## src/hw/rtl/wrapped_angle_interp_lookup_top_macros.svh

```systemverilog
// assertion macros used by the top level rtl file
`ifndef WRAPPED_ANGLE_INTERP_LOOKUP_TOP_MACROS_SVH
`define WRAPPED_ANGLE_INTERP_LOOKUP_TOP_MACROS_SVH
`ifndef SYNTHESIS
`define WALI_ASSERT_IMP(label, ante, cons) \
  label: assert property (@(posedge clk) disable iff (rst) (ante) |-> (cons)) \
    else $error("wali check failed");
`define WALI_ASSERT_NEXT(label, ante, cons) \
  label: assert property (@(posedge clk) disable iff (rst) (ante) |=> (cons)) \
    else $error("wali check failed");
`else
`define WALI_ASSERT_IMP(label, ante, cons)
`define WALI_ASSERT_NEXT(label, ante, cons)
`endif
`endif

```

## src/hw/rtl/wali_blend.sv

```systemverilog
// linear blend of two adjacent coefficients, registered product stage
`timescale 1ns / 1ps
module wali_blend #(
  parameter int COEF_BITS = 16,
  parameter int FRAC_BITS = 8
) (
  input  logic                        clk,
  input  logic                        en,
  input  logic signed [COEF_BITS-1:0] c1,
  input  logic signed [COEF_BITS-1:0] c2,
  input  logic        [FRAC_BITS-1:0] frac,
  output logic signed [COEF_BITS-1:0] value
);

  localparam int PROD_W = COEF_BITS + FRAC_BITS + 2;

  logic signed [COEF_BITS:0]   diff;
  logic signed [FRAC_BITS:0]   frac_s;
  logic signed [PROD_W-1:0]    prod_next;
  logic signed [PROD_W-1:0]    prod;
  logic signed [COEF_BITS-1:0] base;
  logic signed [PROD_W-1:0]    shifted;

  always_comb begin
    diff      = (COEF_BITS+1)'(c2) - (COEF_BITS+1)'(c1);
    frac_s    = $signed({1'b0, frac});
    prod_next = PROD_W'(diff) * PROD_W'(frac_s);
  end

  always_ff @(posedge clk) begin
    if (en) begin
      prod <= prod_next;
      base <= c1;
    end
  end

  // floor shift, result always lies between the two entries
  assign shifted = prod >>> FRAC_BITS;
  assign value   = base + shifted[COEF_BITS-1:0];

endmodule
```

## config.mk

```make
export PLATFORM = sky130hd
export DESIGN_NAME = wali_blend
export DESIGN_NICKNAME = d
export VERILOG_FILES = /design/src/hw/rtl/wrapped_angle_interp_lookup_top_macros.svh /design/src/hw/rtl/wali_blend.sv
export SDC_FILE = /design/constraint.sdc
export NUM_CORES = 1
export LEC_CHECK = 0
export ABC_AREA = 0
export BUFFER_PORTS_ARGS = -buffer_cell sky130_fd_sc_hd__buf_4
export CAP_MARGIN = 15
export CORE_MARGIN = 2
export CORE_UTILIZATION = 45
export DETAILED_ROUTE_END_ITERATION = 10
export PLACE_DENSITY = 0.73
export SLEW_MARGIN = 10
export SYNTH_ARGS = -nofsm -noshare
export SYNTH_HDL_FRONTEND = slang
export SYNTH_SLANG_ARGS = --single-unit
```

## constraint.sdc

```tcl
create_clock -name clk -period 5.6 [get_ports clk]
set_input_delay 0 -clock clk [delete_from_list [all_inputs] [get_ports clk]]
set_output_delay 0 -clock clk [all_outputs]
set_load 0.005 [all_outputs]
```

# After elaboration in Yosys (flattened, before gate mapping)
# Index checks and enable logic that the tools add are counted.
# classes
addsub	2
multipliers	1
# op_table
op	n
$mul 17x9->24	1
$sub 16x16->17	1
$add 16x16->16	1
# word_totals
regBits	40
inputBits	42
output_inout_bits	16
word_cells	5

# Depth between registers and ports, before layout
# Gate-level depths: netlist of the first run.
# depth
ltp_word	2
mapped_depth	28
depth_no_buf	28

# Worst setup path before layout of the first run
# OpenSTA, ideal clock, no wires.
# synth_timing
path_type	input port to flip-flop
startpoint	in c2[0]
endpoint	reg prod[23], data pin
setup_ns	0.258
arrival_time_ns	5.740
required_time_ns	5.342
setup_slack_ns	-0.398
cell_stages	27
path_cell_list	inv_1 -> ha_1 -> fa_1 -> nor2b_1 -> o21ai_0 -> a21boi_0 -> o21a_1 -> a41o_1 -> o211ai_1 -> a31oi_1 -> nand2b_1 -> inv_1 -> fa_1 -> inv_1 -> fa_1 -> inv_1 -> fa_1 -> inv_1 -> fa_1 -> inv_1 -> ha_1 -> a21o_1 -> a21oi_1 -> o21ai_2 -> a31oi_1 -> xnor2_1 -> xnor2_1
# synth_between
elab_chain_cells	2
# synth_lines
element	line	rtl
from (decl)	wali_blend.sv:10	input logic signed [COEF_BITS-1:0] c2,
$sub 16x16->17	wali_blend.sv:25	diff = (COEF_BITS+1)'(c2) - (COEF_BITS+1)'(c1);
$mul 17x9->24	wali_blend.sv:27	prod_next = PROD_W'(diff) * PROD_W'(frac_s);
net prod_next[23]	wali_blend.sv:19	logic signed [PROD_W-1:0] prod_next;
to (signal assigned)	wali_blend.sv:32	prod <= prod_next;
to (decl)	wali_blend.sv:20	logic signed [PROD_W-1:0] prod;
# The timed path passes the listed nets, and every way through them passes these cells.
# A chain may end at the register's enable or synchronous reset.

# Final worst setup path of the first run
# layout_timing
startpoint	in c1[5]
endpoint	reg prod[21], data pin
# layout_between
elab_chain_cells	2
# layout_lines
element	line	rtl
from (decl)	wali_blend.sv:9	input logic signed [COEF_BITS-1:0] c1,
$sub 16x16->17	wali_blend.sv:25	
$mul 17x9->24	wali_blend.sv:27	
net prod_next[21]	wali_blend.sv:19	
# The timed path passes the listed nets, and every way through them passes these cells.

==> results of run 1 <==
cell type report:
class                      instances  area, sq um  area share, %
multi-input combinational        528         5510           62.7
timing repair buffer             165         1320           15.0
sequential                        32          961           10.9
inverter                         167          629           7.17
tap                              184          230           2.62
clock buffer                       6          129           1.47
clock inverter                     2         11.3          0.128
critical path: stages:
cell and delay [ns]:
sky130_fd_sc_hd__buf_4 0.09, sky130_fd_sc_hd__inv_1 0.03, sky130_fd_sc_hd__ha_1 0.30, sky130_fd_sc_hd__or2_4 0.27, sky130_fd_sc_hd__or3_1 0.33, sky130_fd_sc_hd__o21a_1 0.16, sky130_fd_sc_hd__a41o_1 0.24, sky130_fd_sc_hd__nor2_2 0.15
sky130_fd_sc_hd__xnor2_2 0.13, sky130_fd_sc_hd__buf_6 0.14, sky130_fd_sc_hd__nand2_2 0.05, sky130_fd_sc_hd__fa_1 0.50, sky130_fd_sc_hd__inv_2 0.04, sky130_fd_sc_hd__fa_1 0.48, sky130_fd_sc_hd__fa_1 0.51, sky130_fd_sc_hd__inv_2 0.04
sky130_fd_sc_hd__fa_1 0.53, sky130_fd_sc_hd__inv_1 0.06, sky130_fd_sc_hd__ha_2 0.17, sky130_fd_sc_hd__or3_1 0.36, sky130_fd_sc_hd__o31a_2 0.34, sky130_fd_sc_hd__a21oi_4 0.18, sky130_fd_sc_hd__o21ai_2 0.10, sky130_fd_sc_hd__buf_4 0.15
sky130_fd_sc_hd__buf_4 0.13, sky130_fd_sc_hd__xor2_1 0.14
worst paths after layout:
kind / startpoint / depth (start not counted) / slack (ns) / end
setup / recovery: c1[5] / 26 / -0.02 / prod[21]
hold / removal: c1[3] / 2 / 0.003 / base[3]
cells by family (layout without fill, tap and decap cells):
family / count (synthesis) / after routing / synth area share (%)
AND/OR/NAND/NOR: 237 / 237 / 18.4
adder cells (fa/ha/maj): 178 / 178 / 45.0
buffers and inverters: 176 / 340 / 9.87
AO/OA/AOI/OAI: 72 / 72 / 7.03
XOR/XNOR: 41 / 41 / 5.37
flip-flops: 32 / 32 / 14.4
what timing repair did:
| action | in CTS | in global routing |
|---|---|---|
| endpoints found under the hold margin | 14 | 0 |
| buffers inserted | 6 | 8 |
| pin swaps | 32 | 46 |
| hold buffers | 14 | 0 |
| gates resized for setup | 32 | 64 |
| gates cloned | 0 | 0 |
| setup endpoints to repair | 7 | 12 |
through the flow:
stage          TNS [ns]  std cells
6_report        -0.0244       1084
3_5_place_dp      -3.58       1048
4_1_cts         -0.0368       1076
3_3_place_gp      -2.99       1048
2_1_floorplan         0        736
5_1_grt           -1.12       1084
per-layer routing:
layer / vias up / track usage, %
met2: 100 / 32.0
met4: 0 / 4.27
met3: 9 / 2.93
met1: 2589 / 27.3
li1: 2619 / -
met5: - / 0
sequential cells by signal (all words and copies together) (netlist names):
| signal | count |
|---|---|
| base | 16 |
| prod | 16 |
cell usage in the layout, fill, tap and decap left out, drive strengths merged, types with 2 or more instances in the layout:
cell type    Yosys  routed
a2111oi          2       2
inv            167     167
nand2b          10      10
a21boi           4       4
o211ai           2       2
dlygate4sd3      0      14
xnor2           32      32
clkbuf           9       6
ha              74      74
a21o             7       7
o21a             3       3
a211oi           3       3
a31oi            3       3
fa             104     104
a211o            2       2
or3              6       6
nor3            11      11
xor2             9       9
o21ai           16      16
a21oi           23      23
or4b             2       2
edfxtp          32      32
buf              0     151
and3             3       3
and2            64      64
nand4            2       2
nand2           65      65
nor2b           27      27
nor2            32      32
nand3           10      10
==> summary by stage, run 1 <==
Outcome
The flow ran to the end, but the final reports show violations. The final reports fail on setup timing.

Synth
The number of warnings reported in the yosys synthesis log is 0. For this run, the register share of the synthesized area comes to about 14%. The number of different library cells used by synthesis comes to 45. Of all flip-flops after synthesis, the portion carrying an async set or reset was 0%.

The library cell with the largest summed area after synthesis is sky130_fd_sc_hd__fa_1. The number of synthesized flops with an enable pin is 32. The top cell type by area accounts for just over 30% of the synthesized area. The register bit count reported by yosys is 32. The synthesized netlist occupies a cell area of around 0.0067 sq mm.

After synthesis, the most frequently instantiated cells are sky130_fd_sc_hd__inv_1, sky130_fd_sc_hd__fa_1, sky130_fd_sc_hd__ha_1. Synthesis produced a netlist whose cell count is 736. The number of nets in the synthesized netlist is about 960. For this run, the leading register cell type out of synthesis is sky130_fd_sc_hd__edfxtp_1.

The most numerous cell in the Yosys netlist is sky130_fd_sc_hd__inv_1. The mean post-synth cell area is between 9 and 10 sq um. In the post-synthesis netlist, the biggest area contributors are sky130_fd_sc_hd__fa_1, sky130_fd_sc_hd__edfxtp_1, sky130_fd_sc_hd__ha_1.

Clock tree
The clock buffer count from CTS is 5. TritonCTS built the clock tree. The number of levels the H-tree was split into is 2.

The TritonCTS sink count is 32. After clock tree synthesis, the clock-pin slew on the worst setup and hold paths is roughly 0.05 ns. The root buffer cell chosen for the clock tree is sky130_fd_sc_hd__clkbuf_16.

The worst-case clock buffer depth is 2.

Route
The routed design has 15,000 um of wire. The highest layer touched by signal routing is met4. The routed wire length on met3 is 615 um.

The routed via count divided by cell count is about 4.9. For this run, design rule violations remaining after detail routing come to 0. The routed wirelength normalized by instance count is approximately 14 um. Across all layers, the routed design uses between 5,000 and 6,000 vias. The first TritonRoute pass finished after 5 iterations. The detail route stage leaves a number of antenna-violating nets equal to 0. The iteration-0 DRC count of the detailed router is around 260. After detailed routing, the met2 layer carries 7130 um of wire. The post-route met1 wirelength is ~7000 um.

Layout
0 antenna diodes ended up in the layout. The growth of design area from synthesis to finish is 31.2%. After filler insertion, the fill cell instance count of the layout stands at 1,172. The share of layout cells above drive strength 1 is 26.9%. The cell area after layout is between 0.008 and 0.009 sq mm. The final design utilization is between 60% and 70%. The net count of the finished layout is about 1,100.

Hold path
The classification of the worst-slack hold path is input pin to flip-flop.

Setup path
The required time at the worst-slack endpoint is between 5 and 6 ns. The endpoint type of the worst setup path is a flip-flop. The worst setup path is launched from an input pin. The type of the worst setup path is input pin to flip-flop. The data arrival time at the worst-slack endpoint is approximately 5.7 ns. Of all nets on the critical path, the largest fanout is 3.

Placed design
The wire-length estimate of the detail-placed layout is 11,600 um. The worst slack after detailed placement is -0.489 ns. The count of buffers inserted at the top-level ports is 57. At the end of routability-driven placement, the weighted congestion stood at approximately 0.82. The area of placed instances is about 0.0080 sq mm.

Timing
The headroom to the max-slew limit is between 70% and 80%. The minimum hold slack is around 0.0026 ns. Setup repair after global routing could not meet its margin everywhere.

The final setup violation count is 1. The period utilization is 100%. Derived from the worst setup path, the maximum achievable clock frequency is between 150 and 200 MHz.

The number of max-slew violations in the final report came to 0. After layout, the minimum clock period comes to between 5 and 6 ns. The final-report hold violation count was 0. The slew at the pin closest to its max-slew limit is between 0.4 and 0.5 ns. Once routing completed, OpenROAD measured the worst setup slack at -0.0244 ns.

Floorplanning
The die covers about 0.016 sq mm. The initial standard-cell utilization of the core is between 40% and 50%. The placeable core area is roughly 0.015 sq mm. The vertical die dimension is between 100 and 150 um. From left edge to right edge, the die measures ~130 um. Row generation in the floorplan step produced 44 rows. The top-level I/O count is 58.

Global routing
Across every metal layer, demand over resource in global routing totals 19.4%. The number of antenna violations at the first check in global routing is 0. Entering global routing, the biggest net connects 33 pins. The global-route wire length before repair is approximately 26,000 um.

For this run the aggregate overflow at the end of global routing stands at 0. The via count of the first global-routing pass came to roughly 5,600.

Flow run
The number of max-cap violations is 0.
Power of run 1 is left out: the tool's default activity adds up to more than one toggle a clock period on the data nets, which glitch-free logic cannot reach.
==> run 2: changes to the inputs <==
--- a/config.mk
+++ b/config.mk
@@ -6,7 +6,7 @@
 export NUM_CORES = 1
 export LEC_CHECK = 0
 export ABC_AREA = 0
-export BUFFER_PORTS_ARGS = -buffer_cell sky130_fd_sc_hd__buf_4
+export BUFFER_PORTS_ARGS = -buffer_cell sky130_fd_sc_hd__buf_2
 export CAP_MARGIN = 15
 export CORE_MARGIN = 2
 export CORE_UTILIZATION = 45
@@ -16,3 +16,4 @@
 export SYNTH_ARGS = -nofsm -noshare
 export SYNTH_HDL_FRONTEND = slang
 export SYNTH_SLANG_ARGS = --single-unit
+export TNS_END_PERCENT = 5
==> run 2 against run 1 <==
The flow still finishes with violations (setup timing). Final cell count about the same. Via count is 0.71% higher. Design area shrank 2.6%. Non-clock buffer count increased by 1. Routed wire length up 4.0%. Die area did not move. First-iteration DRC count increased by 30%. Critical path type unchanged.
==> summary by stage, run 2 (synthesized netlist as in run 1, its figures left out) <==
Outcome
The run finished, with violations left. The final reports fail on setup timing.

Route
The iteration-0 DRC count of the detailed router is 338 (+30%). The number of antenna-violating nets in the routed design is 0 (unchanged). The routed wire length on met3 is 502 um (-18%). The final routed DRC violation total is 0 (unchanged). The routed wirelength normalized by instance count came to 14.4 um (+3.9%). The number of optimization iterations in the first detailed-route pass is 4 (-1). The uppermost signal routing layer after detailed routing is met4. The routed wire length on met2 is 7700 um (+8.0%).

The total number of vias is 5,355 (+0.71%). The aggregate routed wire length was 15,600 um (+4.0%). The routed via count divided by cell count was 4.94 (+0.62%). The post-route met1 wirelength is 7140 um (+0.14%).

Floorplanning
The placeable core area was 0.0145 sq mm (unchanged). The overall die area is 0.0159 sq mm (unchanged). The initial standard-cell utilization of the core is 46.0% (unchanged). The number of rows created at floorplan was 44 (unchanged). The top-level I/O count came to 58 (unchanged). The vertical die dimension is 126 um (unchanged).

The die width is 126 um (unchanged).

Placed design
The worst slack after detailed placement came to -0.554 ns (-0.0649 ns). The count of buffers inserted at the top-level ports is 57 (unchanged). The routability congestion estimate came to 0.801 (-2.4%). The half-perimeter wire length after detailed placement came to 12,000 um (+3.5%).

Setup path
The type of the worst setup path is input pin to flip-flop. The maximum net fanout on the critical path is 4 (+1). The data arrival time at the worst-slack endpoint is 5.81 ns (+0.16 ns).

The worst setup path is captured at a flip-flop. STA classifies the critical path startpoint as an input pin. The required time at the worst-slack endpoint is 5.63 ns (about the same).

Global routing
The number of antenna violations at the first check in global routing is 0 (unchanged). The via count of the first global-routing pass is 5,705 (+2.3%). The global-route wire length before repair was 26,300 um (+3.0%). The global route total overflow is 0 (unchanged). The global router's overall resource usage is 20.1% (+0.67 points).

The largest net degree at the start of global routing was 33 (unchanged).

Timing
The final-report hold violation count was 0 (unchanged). The headroom to the max-slew limit is 53.0% (-19 points). The smallest setup slack after layout is -0.185 ns (-0.161 ns). The final sum of negative setup slack is -0.816 ns (-0.791 ns). The slew at the pin closest to its max-slew limit is 0.705 ns (+0.289 ns). The number of max-slew violations in the final report was 0 (unchanged).

The final setup violation count is 8 (+7). The period utilization is 103% (+2.9 points). The final critical path time including I/O delays and setup is 5.79 ns (+0.161 ns). The minimum hold slack is 0.000253 ns (-0.00237 ns).

Setup repair after global routing could not meet its margin everywhere. The highest achievable clock rate was 173 MHz (-2.8%).

Clock tree
The TritonCTS sink count is 32 (unchanged). The worst-case clock buffer depth is 2 (unchanged). The clock slew seen by the registers of the worst setup and hold paths is 0.05 ns (about the same). The root buffer selected by CTS is sky130_fd_sc_hd__clkbuf_16.

The number of levels the H-tree was split into is 2 (unchanged). The clock buffer count from CTS is 5 (unchanged). The CTS tree is done.

Flow run
The number of max-cap violations is 0 (unchanged).

Layout
The count of inserted antenna diode cells is 0 (unchanged). The total number of nets in the final design is 1,120 (+0.089%). The growth of design area from synthesis to finish is 27.9%. The final design utilization is 58.9% (-1.5 points). The library cell used most frequently in the layout, excluding fill and tap cells, is sky130_fd_sc_hd__inv_1. The top cell types in the final layout, fill and taps aside, are sky130_fd_sc_hd__inv_1, sky130_fd_sc_hd__fa_1, sky130_fd_sc_hd__buf_4. The number of filler cells placed in the layout is 1,167 (-0.43%). The share of layout cells above drive strength 1 is 25.1% (-1.8 points). The largest registers in the layout are base x16, prod x16.

Hold path
The classification of the worst-slack hold path is input pin to flip-flop.
## run 2: cell types whose count changed in the layout (fill, tap and decap cells not counted), sizes merged
cell and delta:
clkbuf -1, clkinv +1, buf +2, bufinv +1
dlygate4sd3 -1, clkinvlp -1
## run 2: per-stage QoR
| stage | cell area (sq um) | instances |
|---|---|---|
| after floorplan | 6760 | 736 |
| after global placement | 7820 | 1045 |
| after detailed placement | 7820 | 1045 |
| after CTS | 8290 | 1077 |
| after global routing | 8560 | 1085 |
| final | 8560 | 1085 |
## run 2: path summary, 6_finish.rpt
| kind | cells past startpoint | startpoint | slack [ns] | to |
|---|---|---|---|---|
| worst min-delay path | 2 | c1[2] | 0.0003 | base[2] |
| worst max-delay path | 26 | c1[5] | -0.19 | prod[21] |
## run 2: timing repair
item	CTS	global route
gates resized for setup	26	38
hold endpoints to repair	13	0
hold buffers	13	0
pin swaps	24	41
buffers inserted	11	8
endpoints found under the setup margin	9	12
## run 2: area by class of cell
class | instances | area, sq um | share of cell area [%]
clock inverter | 3 | 37.5 | 0.439
inverter | 167 | 627 | 7.32
tap | 184 | 230 | 2.69
sequential | 32 | 961 | 11.2
clock buffer | 5 | 125 | 1.46
timing repair buffer | 166 | 1150 | 13.5
multi-input combinational | 528 | 5420 | 63.4
## run 2: metal layers
metal | global-route usage (%) | vias to the layer above
met4 | 4.33 | 0
met3 | 2.34 | 18
met5 | 0 | -
met2 | 35.2 | 103
met1 | 26.8 | 2617
li1 | - | 2617
## run 2: critical path: stages
cell                      delay (ns)
sky130_fd_sc_hd__buf_2          0.11
sky130_fd_sc_hd__inv_1          0.14
sky130_fd_sc_hd__ha_4           0.23
sky130_fd_sc_hd__or2_2          0.30
sky130_fd_sc_hd__or3_4          0.35
sky130_fd_sc_hd__o21a_4         0.14
sky130_fd_sc_hd__a41o_1         0.23
sky130_fd_sc_hd__buf_6          0.14
sky130_fd_sc_hd__nor2_4         0.14
sky130_fd_sc_hd__xnor2_4        0.16
sky130_fd_sc_hd__nand2_2        0.09
sky130_fd_sc_hd__fa_1           0.53
sky130_fd_sc_hd__inv_2          0.04
sky130_fd_sc_hd__fa_1           0.51
sky130_fd_sc_hd__fa_1           0.54
sky130_fd_sc_hd__inv_2          0.04
sky130_fd_sc_hd__fa_1           0.53
sky130_fd_sc_hd__inv_1          0.05
sky130_fd_sc_hd__ha_2           0.18
sky130_fd_sc_hd__or3_4          0.33
sky130_fd_sc_hd__o31a_4         0.38
sky130_fd_sc_hd__a21oi_4        0.18
sky130_fd_sc_hd__o21ai_2        0.08
sky130_fd_sc_hd__buf_4          0.14
sky130_fd_sc_hd__buf_4          0.12
sky130_fd_sc_hd__xor2_1         0.14
Power of run 2 is left out for the same reason.
==> run 3: changes to the inputs <==
--- a/config.mk
+++ b/config.mk
@@ -9,9 +9,9 @@
 export BUFFER_PORTS_ARGS = -buffer_cell sky130_fd_sc_hd__buf_2
 export CAP_MARGIN = 15
 export CORE_MARGIN = 2
-export CORE_UTILIZATION = 45
+export CORE_UTILIZATION = 46
 export DETAILED_ROUTE_END_ITERATION = 10
-export PLACE_DENSITY = 0.73
+export PLACE_DENSITY = 0.75
 export SLEW_MARGIN = 10
 export SYNTH_ARGS = -nofsm -noshare
 export SYNTH_HDL_FRONTEND = slang
==> run 3 against run 2 <==
The flow still finishes with violations (setup timing). Setup slack got worse by 0.0086 ns. Design area decreased by 2.1%. Core utilization decreased by 0.57 points. Critical endpoint is now prod[23]. Largest cell class unchanged.
==> summary by stage, run 3 (synthesized netlist as in run 1, its figures left out) <==
Global routing
The via count of the first global-routing pass is 5,650 (-0.96%). The largest net degree at the start of global routing is 33 (unchanged). The global router's overall resource usage is 20.0% (-0.041 points).

The global-route wire length before repair was 25,800 um (-1.8%). The number of antenna violations at the first check in global routing came to 0 (unchanged). The global route total overflow is 0 (unchanged).

Setup path
For this design, the slowest cell found on the critical path is sky130_fd_sc_hd__fa_1. The startpoint type of the worst setup path is an input pin. The cell that appears most often on the critical path is sky130_fd_sc_hd__fa_1. The endpoint type of the worst setup path is a flip-flop. The type of the worst setup path is input pin to flip-flop.

The maximum net fanout on the critical path is 5 (+1). Tracing the worst setup path back leads to its startpoint at c2[0]. The data arrival time at the worst-slack endpoint is 5.82 ns (about the same).

The delay of the slowest cell on the worst path is 0.52 ns (-0.02 ns). The required time at the worst-slack endpoint is 5.63 ns (about the same).

Timing
The smallest setup slack after layout is -0.194 ns (-0.00857 ns). The highest achievable clock rate is 173 MHz (-0.15%). The final sum of negative setup slack came to -0.709 ns (+0.106 ns). The number of max-slew violations in the final report is 0 (unchanged). The slew at the pin closest to its max-slew limit was 0.714 ns (+0.00904 ns). Setup repair after global routing could not meet its margin everywhere. The period utilization was 103% (+0.15 points). The headroom to the max-slew limit was 52.4% (-0.60 points). The final setup violation count came to 6 (-2). The final-report hold violation count is 0 (unchanged).

The final critical path time including I/O delays and setup is 5.79 ns (+0.00857 ns).

Layout
The count of inserted antenna diode cells came to 0 (unchanged). The cell area after layout is 0.00838 sq mm (-2.1%). Relative to the synthesized area, the layout overhead comes to 25.2%. The total number of nets in the final design is 1,115 (-0.45%).

The top cell types in the final layout, fill and taps aside, are sky130_fd_sc_hd__inv_1, sky130_fd_sc_hd__fa_1, sky130_fd_sc_hd__buf_4. The final design utilization came to 58.3% (-0.57 points). The share of layout cells above drive strength 1 is 22.6% (-2.5 points). Leaving out fill and tap cells, the most frequent cell in the layout is sky130_fd_sc_hd__inv_1. The largest registers in the layout are base x16, prod x16.

Flow run
The number of max-cap violations is 0 (unchanged).

Route
The final routed DRC violation total was 0 (unchanged). The iteration-0 DRC count of the detailed router is 299 (-12%). The number of optimization iterations in the first detailed-route pass came to 5 (+1). The aggregate routed wire length is 15,000 um (-4.2%).

The number of antenna-violating nets in the routed design is 0 (unchanged). The routed via count divided by cell count is 4.99 (+1.1%). The total number of vias is 5,385 (+0.56%). The routed wirelength normalized by instance count is 13.9 um (-3.7%).

Floorplanning
The overall die area is 0.0155 sq mm (-2.1%). The die width is 125 um (-1.1%). The number of rows created at floorplan is 44 (unchanged). The initial standard-cell utilization of the core was 46.6% (+0.53 points).

The vertical die dimension is 125 um (-1.1%). The placeable core area came to 0.0144 sq mm (-1.1%). The top-level I/O count is 58 (unchanged).

Placed design
The area of placed instances is 0.00781 sq mm (about the same). The count of buffers inserted at the top-level ports is 57 (unchanged). The worst slack after detailed placement was -0.540 ns (+0.0145 ns). The routability congestion estimate is 0.816 (+1.8%). The half-perimeter wire length after detailed placement is 11,900 um (-0.42%).

Clock tree
The tree is rooted in a sky130_fd_sc_hd__clkbuf_16. The clock slew seen by the registers of the worst setup and hold paths is 0.05 ns (about the same). The number of levels the H-tree was split into came to 2 (unchanged).

TritonCTS built the clock tree. The TritonCTS sink count was 32 (unchanged). The clock buffer count from CTS is 5 (unchanged). The worst-case clock buffer depth is 2 (unchanged).

Outcome
The run finished, with violations left. The final reports fail on setup timing.

Hold path
The start point of the worst hold path is c1[1]. The classification of the worst-slack hold path is input pin to flip-flop. The endpoint of the worst hold path is base[1]. The worst hold path stage count is 2 (unchanged).
-- run 3: metrics by stage --
step | hold WS (ns) | std cells
global placement | 0.195 | 1044
finish | 0.0254 | 1079
floorplan | 0.0989 | 736
CTS | 0.0283 | 1068
global route | 0.0355 | 1079
detailed placement | 0.195 | 1044
-- run 3: routing by layer --
layer / global-route usage [%] / share of wire [%] / wire length (um) / vias to the layer above
li1: - / - / - / 2609
met1: 27.4 / 45 / 6800 / 2635
met2: 33.6 / 49 / 7290 / 126
met3: 2.15 / 4.4 / 663 / 15
met4: 6.15 / 1.4 / 217 / 0
met5: 0 / 0 / 0 / -
-- run 3: worst max-delay path by stage --
stage | cells past startpoint | slack (ns) | endpoint
final | 30 | -0.19 | prod[23]
after global routing | 29 | -0.43 | prod[23]
after CTS | 28 | -0.11 | prod[23]
after detailed placement | 27 | -0.54 | prod[23]
after global placement | 27 | -0.50 | prod[23]
after floorplan | 26 | 0.004 | prod[23]
-- run 3: critical path: cells and delay by family --
kind | cells | cell delay [ns]
buf+inv | 8 | 0.70
simple gates | 4 | 0.53
fa+ha+maj | 7 | 2.73
compound gates | 8 | 1.51
xor+xnor | 3 | 0.38
-- run 3: timing repair --
item                                    in CTS  in global routing
buffers inserted                             2                 11
gates resized for setup                      8                 34
pin swaps                                    3                 23
endpoints found under the setup margin       9                 12
hold endpoints to repair                    15                  0
hold buffers                                15                  0
-- run 3: cell type report --
type	instances	area [sq um]
Fill cell	1164	5990
Multi-Input combinational cell	528	5310
Timing Repair Buffer	161	1120
Sequential cell	32	961
Inverter	167	627
Tap cell	184	230
Clock buffer	6	129
Clock inverter	1	5.00
Power of run 3 is left out for the same reason.
